**config.mk**
```make
export PLATFORM = sky130hd
export DESIGN_NAME = smf_track_event_parser_top_flat
export DESIGN_NICKNAME = d
export VERILOG_FILES = /design/src/smf_pkg.sv /design/src/smf_if.sv /design/src/smf_parse_core.sv /design/src/smf_track_event_parser_top.sv /design/src/flat_wrapper.sv
export SDC_FILE = /design/constraint.sdc
export NUM_CORES = 1
export LEC_CHECK = 0
export ABC_CLOCK_PERIOD_IN_PS = 4100
export BUFFER_PORTS_ARGS = -buffer_cell sky130_fd_sc_hd__buf_2
export CORE_MARGIN = 2
export CORE_UTILIZATION = 59
export DETAILED_ROUTE_END_ITERATION = 12
export PLACE_DENSITY = 0.78
export RECOVER_POWER = 100
export SYNTH_ARGS = -nofsm -noshare
export SYNTH_HDL_FRONTEND = slang
export SYNTH_SLANG_ARGS = --single-unit
```
**constraint.sdc**
```tcl
create_clock -name i_clk -period 4.1 [get_ports i_clk]
set_clock_uncertainty 0.1 [all_clocks]
set_input_delay 0.41 -clock i_clk [delete_from_list [all_inputs] [get_ports i_clk]]
set_output_delay 0.41 -clock i_clk [all_outputs]
set_load 0.01 [all_outputs]
```
**src/smf_pkg.sv**
```systemverilog
package smf_pkg;

    localparam int DEF_MAX_VLQ_BYTES = 4;
    localparam int DELTA_W           = 28;

    localparam logic [7:0] ST_META   = 8'hFF;
    localparam logic [7:0] ST_SYSEX  = 8'hF0;
    localparam logic [7:0] ST_ESCAPE = 8'hF7;
    localparam logic [7:0] META_EOT  = 8'h2F;

    typedef enum logic [2:0] {
        PH_DELTA     = 3'd0,
        PH_STATUS    = 3'd1,
        PH_DATA      = 3'd2,
        PH_META_TYPE = 3'd3,
        PH_META_LEN  = 3'd4,
        PH_SYSEX_LEN = 3'd5,
        PH_PAYLOAD   = 3'd6
    } t_phase;

    typedef enum logic [2:0] {
        ROLE_DELTA   = 3'd0,
        ROLE_STATUS  = 3'd1,
        ROLE_DATA    = 3'd2,
        ROLE_MTYPE   = 3'd3,
        ROLE_LENGTH  = 3'd4,
        ROLE_PAYLOAD = 3'd5
    } t_role;

    typedef enum logic [2:0] {
        ERR_NONE      = 3'd0,
        ERR_UNKNOWN   = 3'd1,
        ERR_META_LEN  = 3'd2,
        ERR_OVERFLOW  = 3'd3,
        ERR_AFTER_END = 3'd4
    } t_err;

    typedef struct packed {
        logic [7:0]         byte_out;
        logic [2:0]         role;
        logic [7:0]         effective_status;
        logic [DELTA_W-1:0] delta_time;
        logic               delta_done;
        logic               event_done;
        logic               end_of_track;
        logic [2:0]         error;
    } t_result;

    typedef struct packed {
        logic       fixed;
        logic [7:0] len;
    } t_meta_len;

    // meta types whose length the file format pins down
    function automatic t_meta_len meta_fixed_len(input logic [7:0] kind);
        t_meta_len m;
        m.fixed = 1'b1;
        unique case (kind)
            8'h00:    m.len = 8'd2;
            8'h20:    m.len = 8'd1;
            8'h21:    m.len = 8'd1;
            META_EOT: m.len = 8'd0;
            8'h51:    m.len = 8'd3;
            8'h54:    m.len = 8'd5;
            default: begin
                m.fixed = 1'b0;
                m.len   = 8'd0;
            end
        endcase
        return m;
    endfunction

endpackage

```
**src/smf_if.sv**
```systemverilog
interface smf_in_if;
    logic       valid;
    logic       ready;
    logic [7:0] data_byte;
    logic       track_start;

    modport source (output valid, output data_byte, output track_start, input ready);
    modport sink   (input valid, input data_byte, input track_start, output ready);
endinterface

interface smf_out_if;
    logic        valid;
    logic        ready;
    logic [7:0]  byte_out;
    logic [2:0]  role;
    logic [7:0]  effective_status;
    logic [27:0] delta_time;
    logic        delta_done;
    logic        event_done;
    logic        end_of_track;
    logic [2:0]  error;

    modport source (output valid, output byte_out, output role, output effective_status,
                    output delta_time, output delta_done, output event_done,
                    output end_of_track, output error, input ready);
    modport sink   (input valid, input byte_out, input role, input effective_status,
                    input delta_time, input delta_done, input event_done,
                    input end_of_track, input error, output ready);
endinterface

```
**src/smf_parse_core.sv**
```systemverilog
module smf_parse_core #(
    parameter int MAX_VLQ_BYTES = smf_pkg::DEF_MAX_VLQ_BYTES
) (
    input  logic            i_clk,
    input  logic            i_rst_n,
    input  logic            i_take,
    input  logic [7:0]      i_data_byte,
    input  logic            i_track_start,
    output smf_pkg::t_result o_result
);
    import smf_pkg::*;

    localparam int VW = $clog2(MAX_VLQ_BYTES + 1);

    t_phase             r_phase, n_phase, c_phase;
    logic [7:0]         r_rs, n_rs, c_rs;
    logic [7:0]         r_cur, n_cur, c_cur;
    logic [DELTA_W-1:0] r_delta, n_delta, c_delta;
    logic [VW-1:0]      r_vlq, n_vlq, c_vlq;
    logic [DELTA_W-1:0] r_left, n_left, c_left;
    logic [7:0]         r_meta, n_meta, c_meta;
    logic               r_ended, n_ended, c_ended;

    logic [7:0]         b;
    logic [DELTA_W-1:0] acc_delta, acc_left, left_dec;
    logic               vlq_full;
    t_meta_len          fix;
    t_result            res;

    assign b = i_data_byte;

    // track start acts as a reset just ahead of this byte
    always_comb begin
        if (i_track_start) begin
            c_phase = PH_DELTA;
            c_rs    = '0;
            c_cur   = '0;
            c_delta = '0;
            c_vlq   = '0;
            c_left  = '0;
            c_meta  = '0;
            c_ended = 1'b0;
        end else begin
            c_phase = r_phase;
            c_rs    = r_rs;
            c_cur   = r_cur;
            c_delta = r_delta;
            c_vlq   = r_vlq;
            c_left  = r_left;
            c_meta  = r_meta;
            c_ended = r_ended;
        end
    end

    assign acc_delta = {c_delta[DELTA_W-8:0], b[6:0]};
    assign acc_left  = {c_left[DELTA_W-8:0], b[6:0]};
    assign left_dec  = (c_left != '0) ? c_left - DELTA_W'(1) : '0;
    assign vlq_full  = (c_vlq >= VW'(MAX_VLQ_BYTES));
    assign fix       = meta_fixed_len(c_meta);

    always_comb begin
        n_phase = c_phase;
        n_rs    = c_rs;
        n_cur   = c_cur;
        n_delta = c_delta;
        n_vlq   = c_vlq;
        n_left  = c_left;
        n_meta  = c_meta;
        n_ended = c_ended;

        res                  = '0;
        res.byte_out         = b;
        res.role             = ROLE_DELTA;
        res.error            = ERR_NONE;

        if (c_ended) begin
            res.error = ERR_AFTER_END;
        end else begin
            unique case (c_phase)
                PH_DELTA: begin
                    if (vlq_full) begin
                        res.error = ERR_OVERFLOW;
                    end else begin
                        n_vlq = c_vlq + VW'(1);
                    end
                    res.delta_time = acc_delta;
                    if (!b[7]) begin
                        res.delta_done = 1'b1;
                        n_delta        = '0;
                        n_vlq          = '0;
                        n_phase        = PH_STATUS;
                    end else begin
                        n_delta = acc_delta;
                    end
                end
                PH_STATUS: begin
                    if (!b[7]) begin
                        if (c_rs[7] && (c_rs[7:4] != 4'hF)) begin
                            res.role             = ROLE_DATA;
                            res.effective_status = c_rs;
                            n_cur                = c_rs;
                            if (c_rs[7:5] == 3'b110) begin
                                res.event_done = 1'b1;
                                n_phase        = PH_DELTA;
                            end else begin
                                n_left  = DELTA_W'(1);
                                n_phase = PH_DATA;
                            end
                        end else begin
                            res.role       = ROLE_STATUS;
                            res.error      = ERR_UNKNOWN;
                            res.event_done = 1'b1;
                            n_cur          = '0;
                            n_rs           = '0;
                            n_phase        = PH_DELTA;
                        end
                    end else begin
                        res.role             = ROLE_STATUS;
                        res.effective_status = b;
                        n_cur                = b;
                        if (b[7:4] != 4'hF) begin
                            n_rs    = b;
                            n_left  = (b[7:5] == 3'b110) ? DELTA_W'(1) : DELTA_W'(2);
                            n_phase = PH_DATA;
                        end else if (b == ST_META) begin
                            n_rs    = '0;
                            n_phase = PH_META_TYPE;
                        end else if (b == ST_SYSEX || b == ST_ESCAPE) begin
                            n_rs    = '0;
                            n_left  = '0;
                            n_vlq   = '0;
                            n_phase = PH_SYSEX_LEN;
                        end else begin
                            n_rs           = '0;
                            res.error      = ERR_UNKNOWN;
                            res.event_done = 1'b1;
                            n_phase        = PH_DELTA;
                        end
                    end
                end
                PH_DATA: begin
                    res.role             = ROLE_DATA;
                    res.effective_status = c_cur;
                    n_left               = left_dec;
                    if (left_dec == '0) begin
                        res.event_done = 1'b1;
                        n_phase        = PH_DELTA;
                    end
                end
                PH_META_TYPE: begin
                    res.role             = ROLE_MTYPE;
                    res.effective_status = c_cur;
                    n_meta               = b;
                    n_phase              = PH_META_LEN;
                end
                PH_META_LEN: begin
                    res.role             = ROLE_LENGTH;
                    res.effective_status = c_cur;
                    if (fix.fixed && (fix.len != b)) begin
                        res.error = ERR_META_LEN;
                    end
                    if (b == 8'd0) begin
                        res.event_done = 1'b1;
                        if (c_meta == META_EOT) begin
                            res.end_of_track = 1'b1;
                            n_ended          = 1'b1;
                        end
                        n_phase = PH_DELTA;
                    end else begin
                        n_left  = DELTA_W'(b);
                        n_phase = PH_PAYLOAD;
                    end
                end
                PH_SYSEX_LEN: begin
                    res.role             = ROLE_LENGTH;
                    res.effective_status = c_cur;
                    if (vlq_full) begin
                        res.error = ERR_OVERFLOW;
                    end else begin
                        n_vlq = c_vlq + VW'(1);
                    end
                    n_left = acc_left;
                    if (!b[7]) begin
                        n_vlq = '0;
                        if (acc_left == '0) begin
                            res.event_done = 1'b1;
                            n_phase        = PH_DELTA;
                        end else begin
                            n_phase = PH_PAYLOAD;
                        end
                    end
                end
                PH_PAYLOAD: begin
                    res.role             = ROLE_PAYLOAD;
                    res.effective_status = c_cur;
                    n_left               = left_dec;
                    if (left_dec == '0) begin
                        res.event_done = 1'b1;
                        if (c_cur == ST_META && c_meta == META_EOT) begin
                            res.end_of_track = 1'b1;
                            n_ended          = 1'b1;
                        end
                        n_phase = PH_DELTA;
                    end
                end
                default: begin
                    n_phase = PH_DELTA;
                end
            endcase
        end
    end

    assign o_result = res;

    always_ff @(posedge i_clk) begin
        if (!i_rst_n) begin
            r_phase <= PH_DELTA;
            r_rs    <= '0;
            r_cur   <= '0;
            r_delta <= '0;
            r_vlq   <= '0;
            r_left  <= '0;
            r_meta  <= '0;
            r_ended <= 1'b0;
        end else if (i_take) begin
            r_phase <= n_phase;
            r_rs    <= n_rs;
            r_cur   <= n_cur;
            r_delta <= n_delta;
            r_vlq   <= n_vlq;
            r_left  <= n_left;
            r_meta  <= n_meta;
            r_ended <= n_ended;
        end
    end

endmodule

```
**src/smf_track_event_parser_top.sv**
```systemverilog
// standard midi file track parser, one byte of track chunk data per word
// input channel i_in: data_byte plus track_start, which clears the parser so
// that this byte is taken as the first byte of a delta time
// output channel o_out: one word per input byte, the byte passed through and
// tagged with its role, the effective status, the decoded delta, the
// delta/event/end-of-track flags and an error code
// output timing: the tagged word is registered and appears in the cycle after the byte is accepted
// throughput: one byte per cycle while the receiver takes each word, set by the
// single pass through the parse logic between the parser state and the result register
// reset (synchronous, active low): parser back to the delta phase, running
// status cleared, output register empty; no byte is taken while in reset
// output stall: the result register holds its word until taken; a new byte
// is accepted in the same cycle the waiting word leaves, so a stalled
// receiver holds back exactly one word and then pushes back on the input
module smf_track_event_parser_top #(
    parameter int MAX_VLQ_BYTES = smf_pkg::DEF_MAX_VLQ_BYTES
) (
    input  logic    i_clk,
    input  logic    i_rst_n,
    smf_in_if.sink  i_in,
    smf_out_if.source o_out
);
    import smf_pkg::*;

    logic    take;
    t_result core_res;

    logic    r_out_valid, n_out_valid;
    t_result r_out;

    // free to take a byte when the result register is empty or being drained
    assign i_in.ready = i_rst_n && (!r_out_valid || o_out.ready);
    assign take       = i_in.valid && i_in.ready;

    // all parse state lives in the core; it advances only on an accepted byte
    smf_parse_core #(
        .MAX_VLQ_BYTES (MAX_VLQ_BYTES)
    ) u_core (
        .i_clk         (i_clk),
        .i_rst_n       (i_rst_n),
        .i_take        (take),
        .i_data_byte   (i_in.data_byte),
        .i_track_start (i_in.track_start),
        .o_result      (core_res)
    );

    // result register occupancy: fill on take, empty when taken and not refilled
    always_comb begin
        n_out_valid = r_out_valid;
        if (take) begin
            n_out_valid = 1'b1;
        end else if (o_out.ready) begin
            n_out_valid = 1'b0;
        end
    end

    always_ff @(posedge i_clk) begin
        if (!i_rst_n) begin
            r_out_valid <= 1'b0;
        end else begin
            r_out_valid <= n_out_valid;
        end
    end

    // payload, loaded only with a fresh result
    always_ff @(posedge i_clk) begin
        if (take) begin
            r_out <= core_res;
        end
    end

    assign o_out.valid            = r_out_valid;
    assign o_out.byte_out         = r_out.byte_out;
    assign o_out.role             = r_out.role;
    assign o_out.effective_status = r_out.effective_status;
    assign o_out.delta_time       = r_out.delta_time;
    assign o_out.delta_done       = r_out.delta_done;
    assign o_out.event_done       = r_out.event_done;
    assign o_out.end_of_track     = r_out.end_of_track;
    assign o_out.error            = r_out.error;

endmodule

```
**src/flat_wrapper.sv**
```systemverilog
// flat-port wrapper written by rule: the top's interface ports become plain ports
module smf_track_event_parser_top_flat import smf_pkg::*;
#(
    parameter int MAX_VLQ_BYTES = smf_pkg::DEF_MAX_VLQ_BYTES
)
  (i_clk, i_rst_n, i_in_valid, i_in_data_byte, i_in_track_start, i_in_ready, o_out_valid, o_out_byte_out, o_out_role, o_out_effective_status, o_out_delta_time, o_out_delta_done, o_out_event_done, o_out_end_of_track, o_out_error, o_out_ready);
  smf_in_if i_in_i ();
  smf_out_if o_out_i ();
  input  logic i_clk;
  input  logic i_rst_n;
  input wire logic [$bits(i_in_i.valid)-1:0] i_in_valid;
  input wire logic [$bits(i_in_i.data_byte)-1:0] i_in_data_byte;
  input wire logic [$bits(i_in_i.track_start)-1:0] i_in_track_start;
  output wire logic [$bits(i_in_i.ready)-1:0] i_in_ready;
  output wire logic [$bits(o_out_i.valid)-1:0] o_out_valid;
  output wire logic [$bits(o_out_i.byte_out)-1:0] o_out_byte_out;
  output wire logic [$bits(o_out_i.role)-1:0] o_out_role;
  output wire logic [$bits(o_out_i.effective_status)-1:0] o_out_effective_status;
  output wire logic [$bits(o_out_i.delta_time)-1:0] o_out_delta_time;
  output wire logic [$bits(o_out_i.delta_done)-1:0] o_out_delta_done;
  output wire logic [$bits(o_out_i.event_done)-1:0] o_out_event_done;
  output wire logic [$bits(o_out_i.end_of_track)-1:0] o_out_end_of_track;
  output wire logic [$bits(o_out_i.error)-1:0] o_out_error;
  input wire logic [$bits(o_out_i.ready)-1:0] o_out_ready;
  assign i_in_i.valid = i_in_valid;
  assign i_in_i.data_byte = i_in_data_byte;
  assign i_in_i.track_start = i_in_track_start;
  assign i_in_ready = i_in_i.ready;
  assign o_out_valid = o_out_i.valid;
  assign o_out_byte_out = o_out_i.byte_out;
  assign o_out_role = o_out_i.role;
  assign o_out_effective_status = o_out_i.effective_status;
  assign o_out_delta_time = o_out_i.delta_time;
  assign o_out_delta_done = o_out_i.delta_done;
  assign o_out_event_done = o_out_i.event_done;
  assign o_out_end_of_track = o_out_i.end_of_track;
  assign o_out_error = o_out_i.error;
  assign o_out_i.ready = o_out_ready;
  smf_track_event_parser_top #(.MAX_VLQ_BYTES(MAX_VLQ_BYTES)) u_core (.i_clk(i_clk), .i_rst_n(i_rst_n), .i_in(i_in_i), .o_out(o_out_i));
endmodule
```
==> impl_metrics.csv <==
group,metric,value,unit
place,place_congestion,0.9607,
critical_path,cp-start-kind,"input pin",
critical_path,rrSetupSlack,700,ps
timing,finalHoldViolations,0,
synth,syn_inst,739,
synth,synth.avg_cell_area,9.282,µm²
grt,first_global_vias,5977,
grt,grt.total_usage,32.12,%
routing,wl,20.36,mm
synth,yosys_warnings,0,
finish,diodes,0,
synth,yosys.area_share.adder,0.3648,%
finish,drive_above_1_share,7.393,%
clock_network,postCtsSetupBuffers,0,
grt,grt_max_degree,50,
synth,synth_compound_area_share,23.00,%
critical_path,r2r_end,"u_core.o_out.end_of_track",
timing,setup_tns,0,ps
routing,wire_per_inst,21.64,µm
critical_path,worstPathRequired,4340,ps
timing,rsz0062_at_grt,"no",
synth,synth_fp_nets,754,
clock_network,cts_max_level,4,
clock_network,insertion_delay,420,ps
critical_path,end_kind,"flip-flop",
floorplanning,die_area,12500,µm²
pwr,ir_drop,0.0006177,V
routing,drc,0,
routing,drt_iter0_drc,846,
critical_path,worstSetupPathType,"in -> reg",
critical_path,timing.rr.start,"u_core.u_core.r_left[0]",
finish,final_cell_mix,"dfxtp_1, nand2_1, clkbuf_1",
synth,syn-cell-area,6859,µm²
floorplanning,io_pins,68,
floorplanning,num_rows,39,
floorplanning,die_w,111.8,µm
synth,ys_ff_latch,134,
clock_network,clock_sinks,134,
routing,wl_met3,1.927,mm
grt,grt_pass1_wl,31.86,mm
clock_network,cts_root_buf,"clkbuf_16",
grt,antenna_found_initial,0,
pwr,p_leak,2.813,nW
timing,worst_slack,632.8,ps
critical_path,crit_fanout,26,
pwr,p_per_area,421.1,nW/µm²
place,dp_slack,884.0,ps
routing,via_count,6362,
timing,setup_viol,0,
synth,yosys_most_used_dff,"dfxtp_1",
timing,slew_headroom,1.394,%
place,placed_area,7232,µm²
worst_hold_path,hold_class,"in -> reg",
synth,synthXorXnorAreaFrac,2.043,%
synth,synthMuxAreaShare,0.1642,%
finish,layout_commonest_cell,"dfxtp_1",
finish,fin_area,7709,µm²
routing,first_pass_iters,9,
job,drv_cap,0,
clock_network,cts.clk_slew.worst_paths,60,ps
critical_path,crit_arrival,3700,ps
finish,final_nets,800,
floorplanning,start_util,60.33,%
synth,synth_top_family_by_area,"simple AND/OR/NAND/NOR gates",
synth,async_flop_share,0,%
critical_path,cpPeakStageDelay,700,ps
critical_path,crit_path_start,"i_rst_n",
place,io_buffers,67,
routing,ant_nets,0,
timing,min_period_over_period,84.57,%
synth,yosys.area_share.simple,23.11,%
routing,drt-met1-wl,8.091,mm
finish,multi_input_area,3324,µm²
worst_hold_path,hold_start,"i_in_valid",
clock_network,numCtsBuffers,17,
synth,ys_types,76,
timing,drv_slew,0,
timing,period_needed,3467,ps
clock_network,cts_tree,"built",
synth,yosysSeqAreaShare,46.84,%
synth,synth_edf_count,53,
clock_network,cts_resized,0,
routing,viasPerCell,6.761,
finish,ff_latch_area,3213,µm²
grt,grt-ovfl-total,0,
place,hpwl,13.48,mm
critical_path,crit_path_frequent_cell,"nand2_1",
clock_network,postCtsHoldBufs,0,
critical_path,cp_slowest_cell,"clkbuf_1",
clock_network,cts.path.max_buffers,2,
floorplanning,core-area,11370,µm²
routing,maxUsedRoutingLayer,"met4",
critical_path,path_cells,"clkbuf_1 > and2_0 > nand2_1 > clkbuf_1 > inv_1 > nand2_1 > a21o_1 > nand2_1 > clkbuf_2 > nand2_1 > o21ai_0",
run_status,status,"finished, final reports clean",
critical_path,crit_end,"u_core.u_core.r_left[16]",
routing,met2_length,9.525,mm
timing,fmax,288.4,MHz
floorplanning,die_y,111.8,µm
critical_path,rr_worst_depth,9,
finish,syn2layout_area_growth,12.39,%
timing,worstMarginPinSlew,1479,ps
finish,fillers,933,
registers in the layout, summed over array words and instances (netlist names):
signal                         cells
u_core.u_core.r_rs                 8
u_core.u_core.r_vlq                3
u_core.o_out.valid                 1
u_core.u_core.r_phase              3
u_core.o_out.event_done            1
u_core.u_core.r_meta               8
u_core.o_out.error                 3
u_core.o_out.byte_out              8
u_core.o_out.delta_time           28
u_core.o_out.delta_done            1
u_core.o_out.effective_status      8
u_core.u_core.r_delta             21
u_core.u_core.r_left              28
u_core.o_out.role                  3
u_core.u_core.r_ended              1
u_core.u_core.r_cur                8
u_core.o_out.end_of_track          1
synth_stat cells (all sizes together), types with 3 or more instances:
library cell,count,area [µm²]
a21o,7,52.55
a21oi,35,182.7
a222oi,3,30.03
a22o,25,220.2
a22oi,34,255.2
a31oi,4,25.02
a32o,8,80.08
a32oi,4,35.03
a41oi,3,26.28
and2,6,37.54
and3,30,187.7
buf,16,100.1
clkbuf,37,138.9
dfxtp,81,1622
edfxtp,53,1592
inv,17,63.81
nand2,80,302.8
nand2b,6,37.54
nand3,20,117.6
nand4,9,56.30
nand4b,3,26.28
nor2,44,165.2
nor2b,30,187.7
nor3,15,100.1
nor3b,5,42.54
nor4,13,138.9
o211ai,3,22.52
o21ai,71,355.3
o22ai,3,18.77
o31ai,9,86.33
or3,8,52.55
or4,7,56.30
xnor2,9,78.83
xor2,7,61.31
routing by layer:
| layer | track usage [%] | vias to the layer above |
|---|---|---|
| met5 | 0 | - |
| met2 | 51.68 | 449 |
| met1 | 40.86 | 2972 |
| li1 | - | 2863 |
| met3 | 8.165 | 78 |
| met4 | 14.81 | 0 |
kinds of logic (layout without fill, tap and decap cells):
logic type	after synthesis	in the layout
simple gates	285	285
compound gates	230	230
flops	134	134
buf+inv	71	130
xor+xnor	16	16
fa+ha+maj	2	2
mux	1	1
metrics by stage:
step	std cells	hold WS, ps	util, %	power, mW
2_1_floorplan	739	317.1	-	1.638
3_3_place_gp	909	328.3	63.61	1.723
3_5_place_dp	909	341.6	63.61	1.731
4_1_cts	941	140.2	68.83	3.250
5_1_grt	941	166.1	67.80	3.336
6_report	941	152.3	67.80	3.246
how the worst min path moves through the flow:
stage	end	slack, ps	cells after the start
4_1_cts	u_core.o_out.valid	140	3
3_3_place_gp	u_core.u_core.r_rs[7]	330	2
2_1_floorplan	u_core.u_core.r_rs[7]	320	2
5_1_grt	u_core.o_out.valid	170	3
6_report	u_core.o_out.valid	150	3
3_5_place_dp	u_core.u_core.r_rs[7]	340	2
area by class of cell:
cell class,count,area share [%]
clock buffers,22,6.168
clock inverters,10,1.542
inverters,18,0.8765
multi-input cells,534,43.13
flip-flops and latches,134,41.68
well taps,143,2.321
repair buffers,80,4.285
critical path: cells and delay by family:
| family | cells | cell delay, ps |
|---|---|---|
| and+or+nand+nor | 5 | 810 |
| buffers and inverters | 4 | 2100 |
| AOI/OAI and AO/OA | 2 | 370 |
power by group:
group / internal, mW / switching, mW
registers: 1.42 / 0.0207
clock network: 0.949 / 0.595
logic: 0.0742 / 0.190
No activity file was read; power rests on OpenSTA's default activity.
